File: src/design/cla_pkg.sv
`timescale 1ns / 1ps

package cla_pkg;

    // Carried parent tags and compare keys (commit tag plus parents)
    localparam int CARRIED    = 4;
    localparam int KEYS       = CARRIED + 1;
    localparam int TAG_IN_W   = 64;
    localparam int CNT_W      = 3;
    localparam int LANE_OUT_W = 6;
    localparam int MASK_W     = 32;
    localparam int SEL_W      = $clog2(CARRIED);

    // Per-lane write-back control
    typedef struct packed {
        logic             set;
        logic             clr;
        logic [SEL_W-1:0] sel;
    } t_lane_ctl;

endpackage

File: src/design/cla_merge.sv
`timescale 1ns / 1ps

// Merges lane hits: priority picks, fresh-lane reservation, write-back control.
module cla_merge import cla_pkg::*; #(
    parameter int LANE_COUNT = 32,
    parameter int LW         = $clog2(LANE_COUNT + 1)
) (
    input  logic [LANE_COUNT-1:0][KEYS-1:0] i_hit,
    input  logic [LANE_COUNT-1:0]           i_busy,
    input  logic [CNT_W-1:0]                i_cnt,
    input  logic                            i_go,
    output logic [LW-1:0]                   o_node,
    output logic [CARRIED-1:0][LW-1:0]      o_plane,
    output logic                            o_ovf,
    output t_lane_ctl [LANE_COUNT-1:0]      o_ctl
);

    localparam logic [LW-1:0] NONE = LW'(LANE_COUNT);

    function automatic logic [LW-1:0] lowest(input logic [LANE_COUNT-1:0] v);
        logic [LW-1:0] r;
        r = NONE;
        for (int i = LANE_COUNT - 1; i >= 0; i--) begin
            if (v[i]) r = LW'(i);
        end
        return r;
    endfunction

    logic [KEYS-1:0][LANE_COUNT-1:0] col;
    logic [LANE_COUNT-1:0]           avail;

    always_comb begin
        for (int k = 0; k < KEYS; k++) begin
            for (int l = 0; l < LANE_COUNT; l++) begin
                col[k][l] = i_hit[l][k];
            end
        end
    end

    always_comb begin
        avail   = ~i_busy;
        o_ovf   = 1'b0;
        o_plane = {CARRIED{NONE}};
        if (|col[0]) begin
            o_node = lowest(col[0]);
        end else begin
            o_node = lowest(avail);
            avail  = avail & (avail - 1'b1);   // reserve lowest free lane
        end
        if (o_node == NONE) begin
            o_ovf = 1'b1;
        end else if (i_cnt != '0) begin
            o_plane[0] = (|col[1]) ? lowest(col[1]) : o_node;
            for (int i = 1; i < CARRIED; i++) begin
                if (CNT_W'(i) < i_cnt) begin
                    if (|col[i + 1]) begin
                        o_plane[i] = lowest(col[i + 1]);
                    end else begin
                        o_plane[i] = lowest(avail);
                        avail      = avail & (avail - 1'b1);
                    end
                    if (o_plane[i] == NONE) o_ovf = 1'b1;
                end
            end
        end
    end

    // later parent writes win
    always_comb begin
        for (int l = 0; l < LANE_COUNT; l++) begin
            o_ctl[l] = '0;
            if (i_go && !o_ovf) begin
                if (i_cnt == '0) begin
                    o_ctl[l].clr = (o_node == LW'(l));
                end else begin
                    if (o_node == LW'(l)) o_ctl[l].set = 1'b1;
                    for (int i = 1; i < CARRIED; i++) begin
                        if (CNT_W'(i) < i_cnt && o_plane[i] == LW'(l)) begin
                            o_ctl[l].set = 1'b1;
                            o_ctl[l].sel = SEL_W'(i);
                        end
                    end
                end
            end
        end
    end

endmodule

File: config.mk
export PLATFORM = sky130hd
export DESIGN_NAME = cla_merge
export DESIGN_NICKNAME = d
export VERILOG_FILES = /design/src/design/cla_pkg.sv /design/src/design/cla_merge.sv
export SDC_FILE = /design/constraint.sdc
export NUM_CORES = 1
export LEC_CHECK = 0
export ABC_CLOCK_PERIOD_IN_PS = 10500
export CAP_MARGIN = 5
export CORE_MARGIN = 2
export CORE_UTILIZATION = 45
export DETAILED_ROUTE_END_ITERATION = 8
export DONT_BUFFER_PORTS = 1
export SYNTH_ARGS = -nofsm -noshare
export SYNTH_HDL_FRONTEND = slang
export SYNTH_SLANG_ARGS = --single-unit
export TNS_END_PERCENT = 20
File: constraint.sdc
create_clock -name vclk -period 10.5
set_input_delay 3.15 -clock vclk [all_inputs]
set_output_delay 3.15 -clock vclk [all_outputs]
set_load 0.005 [all_outputs]
==> summary.txt <==
Place
  • Hpwl dp: between 40000 and 50000 um
  • Cells after DPL: approximately 2100
  • Port Buf Inserts: 0
  • RD Place Congestion: approximately 1.2
  • Pre-CTS setup slack: -0.9029 ns

Global routing
  • GRT Util Overall: around 48%
  • Congestion Overflow GR: 0
  • Initial antenna violation count: 0
  • Global-route wire length before repair: between 70000 and 80000 um
  • Vias in the first global route: between 10000 and 15000
  • Pin count of the biggest net entering global routing: 20

Routing
  • DRT iter0 DRCs: 2196
  • First-pass DRT Iterations: 8
  • Routed length per instance: ~25 um
  • Final WL: 52810 um
  • Residual DRC count: 0
  • Post-DRT Antenna Nets: 0
  • Vias post-DR: 15149
  • Vias per inst: around 7.0

Clock tree
  • CTS Hold Buffers Added: 0

Synthesis
  • Synth Net Count: around 1700
  • Synth Area in Simple Gates: about 46%
  • Main combinational cell family by area after synthesis: compound AO/OA/AOI/OAI gates
  • Post-synth top area cell: nor2_1
  • XOR/XNOR Fraction of Synth Area: less than 1%
  • Post-Syn Area: about 0.0086 sq mm
  • Mux cell area share after synthesis: 0.1169%
  • Post-synthesis compound-gate area fraction: between 40 and 50%
  • Post-synthesis sequential area ratio: 0%
  • Largest cells by area after synthesis: nor2_1 8.7%, nand2_1 8.1%, o21ai_0 5.7%, a21oi_1 5.4%, nor4_1 4.2%
  • Post-Synth Adder-Cell Area: 0.4677%
  • Post-Synthesis Cells: 1498
  • Mean Syn Cell Area: about 5.7 sq um
  • Warnings, synthesis: 0
  • Library cells used by synthesis: 94
  • Share of the synthesized area in the top cell type: under 10%

Timing
  • Worst-Margin Slew: 0.9001 ns
  • Setup TNS: -67.39 ns
  • Unrepaired setup endpoints after global routing: true
  • Setup violations, final: ~130
  • Min Tclk post-route: roughly 11 ns
  • Pins Over Slew Limit: 0
  • Final hold viol count: 0
  • Max frequency: around 88 MHz
  • Final setup margin: -0.8657 ns
  • Rel. slew slack: between 30% and 40%
  • Fin crit share: 108.2%

Worst setup path
  • WP data required: 7.35 ns
  • WP buf/inv: 6
  • Setup Crit Path Kind: input pin to primary output
  • CP delay by family, top: compound AO/OA/AOI/OAI gates
  • Critical path peak fanout: 8
  • Crit path DAT: roughly 8.2 ns
  • Worst setup EP type: primary output
  • Worst stage delay on the critical path: ~0.69 ns
  • CP startpoint kind: input pin
  • Slowest CP cell: a2111oi_0
  • Most used cell, CP: buf_4
  • CP cell instances: or4_4 -> and4bb_4 -> a31oi_2 -> nor3_4 -> buf_4 -> o211ai_1 -> buf_4 -> o21ai_1 -> o21ai_0 -> a2111oi_0 -> buf_4 -> o31ai_2 -> a211oi_1 -> buf_4 -> a22oi_2 -> buf_6 -> buf_4 -> or2_2 -> and2_2 -> o32ai_2

Layout
  • Share of cells above drive strength 1: 38.64%
  • Antenna cells: 0
  • CLK BUF: 0
  • Final #Nets: around 2100
  • Synthesis-to-finish area growth: 60.13%
  • Most frequent cells in the layout: 460 x buf_4, 186 x nor2_1, 168 x nand2_1
  • Util after Layout: about three quarters
  • Final sequential cell count: 0
  • # fillers: about 1600
  • Commonest non-fill, non-tap cell in the layout: buf_4
  • Register area: 0 sq um
  • Fin cells: 2149

Outcome
  • Failing checks: setup timing
  • Outcome: complete, but fails checks

Floorplanning
  • Ports: about 360
  • Height of the die: around 140 um
  • Die width: 141.9 um
  • Core region area: ~0.019 sq mm
  • Starting Density: between 40% and 50%
  • Rows: 50
  • Die area: about 0.020 sq mm

Run
  • Max Cap Viol: 0

Pwr
  • Overall Power: just over 0.3 mW
  • Peak VDD IR: approximately 0.010 mV
  • LEAKAGE: approximately 5.4 nW
  • P per Cell Area: between 20 and 25 mW/mm^2

Min path
  • Hold Path Class: input pin to primary output
## report_power, final
group | switching [mW] | internal (mW) | total (mW) | leakage [nW]
sequential | 0 | 0 | 0 | 0
clock | 0 | 0 | 0 | 0
combinational | 0.175 | 0.136 | 0.312 | 5.36
## cells by family (layout without fill, tap and decap cells)
| kind of cell | Yosys count | count (layout) |
|---|---|---|
| fa+ha+maj | 4 | 4 |
| simple gates | 764 | 764 |
| compound gates | 577 | 577 |
| mux | 1 | 1 |
| xor+xnor | 7 | 7 |
| buf+inv | 145 | 562 |
## per-layer routing
layer	global-route usage, %	up-vias	wire length (um)
met5	1.504	-	0
met4	22.00	0	3657
met3	14.48	280	7207
met2	73.91	1228	22290
met1	60.57	6967	19660
li1	-	6674	-
## per-stage QoR
stage | hold slack, ns | area (sq um)
after global routing | 6.603 | 13710
final | 6.575 | 13710
after floorplan | 6.466 | 8772
after detailed placement | 6.573 | 12210
after global placement | 6.558 | 12210
after CTS | 6.573 | 13150
## final timing paths
check / from / end / slack, ns / cells past startpoint
max: i_hit[105] / o_ctl[33] / -0.87 / 20
min: i_hit[16] / o_plane[4] / 6.57 / 3
## cell type report
class / count / area [sq um] / area share, %
multi-input cells: 1353 / 9166 / 66.87
well taps: 234 / 292.8 / 2.136
repair buffers: 495 / 3998 / 29.16
inverters: 67 / 251.5 / 1.835
## synth_stat cells, types with 14 or more instances
master,n
nor2_1,199
nand2_1,185
o21ai_0,98
a21oi_1,92
inv_1,66
nor3_1,62
nor4_1,57
nand3_1,53
clkbuf_1,41
o22ai_1,40
o21ai_1,33
nand4_1,32
o211ai_1,32
o31ai_1,31
a31oi_1,30
o21bai_1,26
a211oi_1,25
buf_2,25
or3_1,22
nand2b_1,21
and2_1,20
and3_1,17
o32ai_1,17
or4_1,16
and4_1,15
o21a_1,14
## repair_timing
action	CTS	global route
setup endpoints to repair	138	139
hold endpoints to repair	0	0
pin swaps	31	39
resized for setup	176	86
setup buffers	18	22
gates cloned	4	2
Power figures use the tool's default switching activity.
