File: src/design/cla_pkg.sv
`timescale 1ns / 1ps

package cla_pkg;

    // Carried parent tags and compare keys (commit tag plus parents)
    localparam int CARRIED    = 4;
    localparam int KEYS       = CARRIED + 1;
    localparam int TAG_IN_W   = 64;
    localparam int CNT_W      = 3;
    localparam int LANE_OUT_W = 6;
    localparam int MASK_W     = 32;
    localparam int SEL_W      = $clog2(CARRIED);

    // Per-lane write-back control
    typedef struct packed {
        logic             set;
        logic             clr;
        logic [SEL_W-1:0] sel;
    } t_lane_ctl;

endpackage

File: src/design/cla_lane.sv
`timescale 1ns / 1ps

// One lane: stored tag, busy flag, compare against all keys of a request.
module cla_lane import cla_pkg::*; #(
    parameter int TAG_WIDTH = 64
) (
    input  logic                              i_clk,
    input  logic                              i_rst_n,
    input  logic                              i_cap,
    input  logic [KEYS-1:0][TAG_WIDTH-1:0]    i_key,
    input  t_lane_ctl                         i_ctl,
    input  logic [CARRIED-1:0][TAG_WIDTH-1:0] i_ptag,
    output logic [KEYS-1:0]                   o_hit,
    output logic                              o_busy
);

    logic [TAG_WIDTH-1:0] r_tag;
    logic                 r_busy;
    logic [KEYS-1:0]      r_hit;

    always_ff @(posedge i_clk) begin
        if (!i_rst_n) begin
            r_busy <= 1'b0;
        end else if (i_ctl.set) begin
            r_busy <= 1'b1;
        end else if (i_ctl.clr) begin
            r_busy <= 1'b0;
        end
    end

    always_ff @(posedge i_clk) begin
        if (i_ctl.set) begin
            r_tag <= i_ptag[i_ctl.sel];
        end
        if (i_cap) begin
            for (int k = 0; k < KEYS; k++) begin
                r_hit[k] <= r_busy && (r_tag == i_key[k]);
            end
        end
    end

    assign o_hit  = r_hit;
    assign o_busy = r_busy;

endmodule

File: config.mk
export PLATFORM = sky130hd
export DESIGN_NAME = cla_lane
export DESIGN_NICKNAME = d
export VERILOG_FILES = /design/src/design/cla_pkg.sv /design/src/design/cla_lane.sv
export SDC_FILE = /design/constraint.sdc
export NUM_CORES = 1
export LEC_CHECK = 0
export ABC_AREA = 1
export BUFFER_PORTS_ARGS = -buffer_cell sky130_fd_sc_hd__buf_4
export CAP_MARGIN = 20
export CORE_AREA = 4 4 229 231
export CTS_BUF_LIST = sky130_fd_sc_hd__clkbuf_16
export DETAILED_ROUTE_END_ITERATION = 7
export DIE_AREA = 0 0 233 235
export GPL_TIMING_DRIVEN = 0
export SLEW_MARGIN = 20
export SYNTH_ARGS = -nofsm -noshare
export SYNTH_HDL_FRONTEND = slang
export SYNTH_SLANG_ARGS = --single-unit
File: constraint.sdc
create_clock -name i_clk -period 1.8 [get_ports i_clk]
set_clock_uncertainty 0.15 [all_clocks]
set_input_delay 0.36 -clock i_clk [delete_from_list [all_inputs] [get_ports i_clk]]
set_output_delay 0.36 -clock i_clk [all_outputs]
set_load 0.01 [all_outputs]
==> results.sh <==
export IMPL_cts_tree="built"
export IMPL_ir_drop_mv=0.3939
export IMPL_setup_viol=5
export IMPL_fin_nets=2894
export IMPL_report_final_slew_viol_count=0
export IMPL_grt_max_degree=66
export IMPL_path_clk_slew_ns=0.08
export IMPL_synth_fp_nets=2224
export IMPL_cts_buffers=9
export IMPL_timing_rr_end="o_hit[0]$_DFFE_PP_"
export IMPL_syn_avg_cell_area_um2=5.517
export IMPL_drive_above_1_share_pct=35.88
export IMPL_relSlewSlack_pct=36.92
export IMPL_postRouteAntennaNets=0
export IMPL_start_util_pct=18.08
export IMPL_ctsHtreeMaxLevel=3
export IMPL_antenna_found_initial=14
export IMPL_cts_root_buf="clkbuf_16"
export IMPL_arrival_ns=2.06
export IMPL_powerDensity_mw_per_mm2=548.6
export IMPL_viasPerCell=4.458
export IMPL_worstHoldStart="i_rst_n"
export IMPL_dpl_hpwl_um=63790
export IMPL_die_y_um=235
export IMPL_fin_crit_ns=1.963
export IMPL_synthesis_area_mm2=0.009054
export IMPL_synth_seq_cells=70
export IMPL_reg2reg_from="r_tag[29]$_DFFE_PP_"
export IMPL_rows=82
export IMPL_place_ws_ns=-0.8117
export IMPL_globalRoute_totalOverflow=0
export IMPL_cp_startpoint="r_tag[29]$_DFFE_PP_"
export IMPL_hold_violations=0
export IMPL_worstRegToRegCells=9
export IMPL_fmax_mhz=509.5
export IMPL_finalCritPeriodShare_pct=109.0
export IMPL_finalWorstSetupSlack_ns=-0.1629
export IMPL_hold_buffers=0
export IMPL_required_ns=1.90
export IMPL_clock_sinks=70
export IMPL_hp_class="input pin to flip-flop"
export IMPL_grt_pass1_wl_um=99100
export IMPL_area_growth_syn_to_layout_pct=72.87
export IMPL_drc_errors=0
export IMPL_totalWireLength_um=75320
export IMPL_tightestPinTransition_ns=0.9462
export IMPL_dr_pass1_iters=5
export IMPL_syn_inst=1641
export IMPL_route_vias_total=13360
export IMPL_rsz0062_at_grt="yes"
export IMPL_portBuffers=587
export IMPL_core_mm2=0.05007
export IMPL_cts_buffer_depth=2
export IMPL_dieArea_mm2=0.05476
export IMPL_outcome="complete, but fails checks"
export IMPL_die_x_um=233
export IMPL_drt_iter0_drc=849
export IMPL_drv_cap=0
export IMPL_holdPathEnd="o_busy$_SDFFE_PN0P_"
export IMPL_finalWeightedCongestion=0.9534
export IMPL_violations="setup timing"
export IMPL_finalPower_uw=8586
export IMPL_reg2reg_slack_ns=-0.16
export IMPL_clock_latency_ns=0.39
export IMPL_end_kind="flip-flop"
export IMPL_fill_cells=5753
export IMPL_wire_per_inst_um=25.13
export IMPL_path_max_fanout=4
export IMPL_critPathLaunchType="flip-flop"
export IMPL_path_class="flip-flop to flip-flop"
export IMPL_ys_seq_area_share_pct=23.11
export IMPL_yosys_cell_types_count=23
export IMPL_ys_warn_count=0
export IMPL_hold_depth=2
export IMPL_p_leak_uw=0.007986
export IMPL_io_pins=589
export IMPL_track_usage_pct=26.21
export IMPL_first_global_vias=13210
-- logic make-up (layout without fill, tap and decap cells) --
group                  count (synthesis)  in the layout  share of synthesized area (%)
AO/OA/AOI/OAI                        289            289                          17.55
XOR/XNOR                              85             85                          8.223
buffers and inverters                336           1011                          14.58
flip-flops                            70             70                          23.11
other                                  0              9                              0
AND/OR/NAND/NOR                      861            861                          36.54
-- metal layers --
| layer | vias to the layer above | track usage [%] | routed length [um] | part of all wire [%] |
|---|---|---|---|---|
| met4 | 6 | 7.807 | 2116 | 2.8 |
| met5 | - | 0 | 39 | 0.052 |
| li1 | 6493 | - | - | - |
| met1 | 6109 | 31.55 | 30050 | 40 |
| met3 | 88 | 6.214 | 6039 | 8.0 |
| met2 | 666 | 46.08 | 37080 | 49 |
-- synthesized netlist by cell type --
master / count / area share [%]
a21oi_1: 4 / 0.22
o221ai_1: 4 / 0.39
nand4_1: 20 / 1.4
clkinv_1: 17 / 0.70
edfxtp_1: 69 / 23
nor2_1: 265 / 11
buf_2: 32 / 1.8
o22ai_1: 100 / 6.9
inv_1: 202 / 8.4
or2_2: 1 / 0.069
buf_6: 1 / 0.12
nand2_1: 557 / 23
buf_4: 3 / 0.25
dfxtp_1: 1 / 0.22
xor2_1: 8 / 0.77
o21ai_1: 85 / 4.7
nand2_2: 1 / 0.069
o21a_1: 1 / 0.083
xnor2_1: 77 / 7.4
clkbuf_1: 22 / 0.91
nand3_1: 17 / 0.94
inv_2: 59 / 2.4
o21ai_0: 95 / 5.3
-- repair_timing --
item / in CTS / in global routing
pin swaps: 18 / 11
buffers inserted: 68 / 4
gates resized for setup: 76 / 30
setup endpoints to repair: 7 / 5
-- sequential cells by signal, summed over array words and instances, names as in the netlist --
register  flops
r_tag        64
o_busy        1
o_hit         5
-- how the worst max path moves through the flow --
| stage | end | slack [ns] | cells after the start |
|---|---|---|---|
| 2_1_floorplan | r_tag[10]$_DFFE_PP_ | 0.40 | 6 |
| 3_3_place_gp | o_hit[2]$_DFFE_PP_ | -0.80 | 10 |
| 3_5_place_dp | o_hit[2]$_DFFE_PP_ | -0.81 | 10 |
| 4_1_cts | o_hit[2]$_DFFE_PP_ | -0.15 | 8 |
| 5_1_grt | o_hit[0]$_DFFE_PP_ | -0.22 | 9 |
| 6_report | o_hit[0]$_DFFE_PP_ | -0.16 | 9 |
-- critical path, cell delays in order (launching register included) --
cell,delay [ns]
edfxtp_1,0.50
clkinvlp_4,0.19
buf_12,0.14
buf_6,0.11
o22ai_2,0.05
nor2_1,0.16
nand2_1,0.08
nor2_1,0.16
nand3_2,0.13
nor2_4,0.15
-- placed cells by master, fill, tap and decap left out, drive strengths merged, types with 4 or more instances in the layout --
cell type  netlist  routed
o21ai          180     180
clkinvlp         0       4
buf             36     693
o22ai          100     100
clkbuf          22      33
clkinv          17      21
o221ai           4       4
nand3           17      17
nor2           265     265
xnor2           77      77
a21oi            4       4
diode            0       9
nand4           20      20
xor2             8       8
inv            261     258
nand2          558     558
edfxtp          69      69
-- layout make-up --
cell class | count | area, um^2 | share of cell area [%]
tap | 672 | 840.8 | 5.372
inverter | 278 | 1077 | 6.883
clock buffer | 9 | 225.2 | 1.439
clock inverter | 7 | 90.09 | 0.5756
sequential | 70 | 2092 | 13.37
multi-input combinational | 1235 | 5891 | 37.64
timing repair buffer | 659 | 5099 | 32.58
antenna | 9 | 22.52 | 0.1439
buffer | 58 | 314.1 | 2.007
-- power breakdown --
part / leakage [uW] / internal (uW) / switching, uW
logic: 0.00714 / 1920 / 2400
clock network: 0.000157 / 1210 / 899
registers: 0.000686 / 1990 / 174
total: 0.00799 / 5110 / 3470
-- through the flow --
step / util [%] / TNS [ns] / cell area [um^2] / hold WS (ns) / instances
2_1_floorplan: - / 0 / 9054 / 0.3225 / 1641
3_3_place_gp: 28.56 / -7.404 / 14300 / 0.4162 / 2900
3_5_place_dp: 28.56 / -6.924 / 14300 / 0.4162 / 2900
4_1_cts: 30.98 / -0.6561 / 15510 / 0.008029 / 2984
5_1_grt: 31.25 / -0.8870 / 15640 / 0.03353 / 2994
6_report: 31.26 / -0.5287 / 15650 / 0.03861 / 2997
Note: power is estimated with default switching activity, not from simulation.
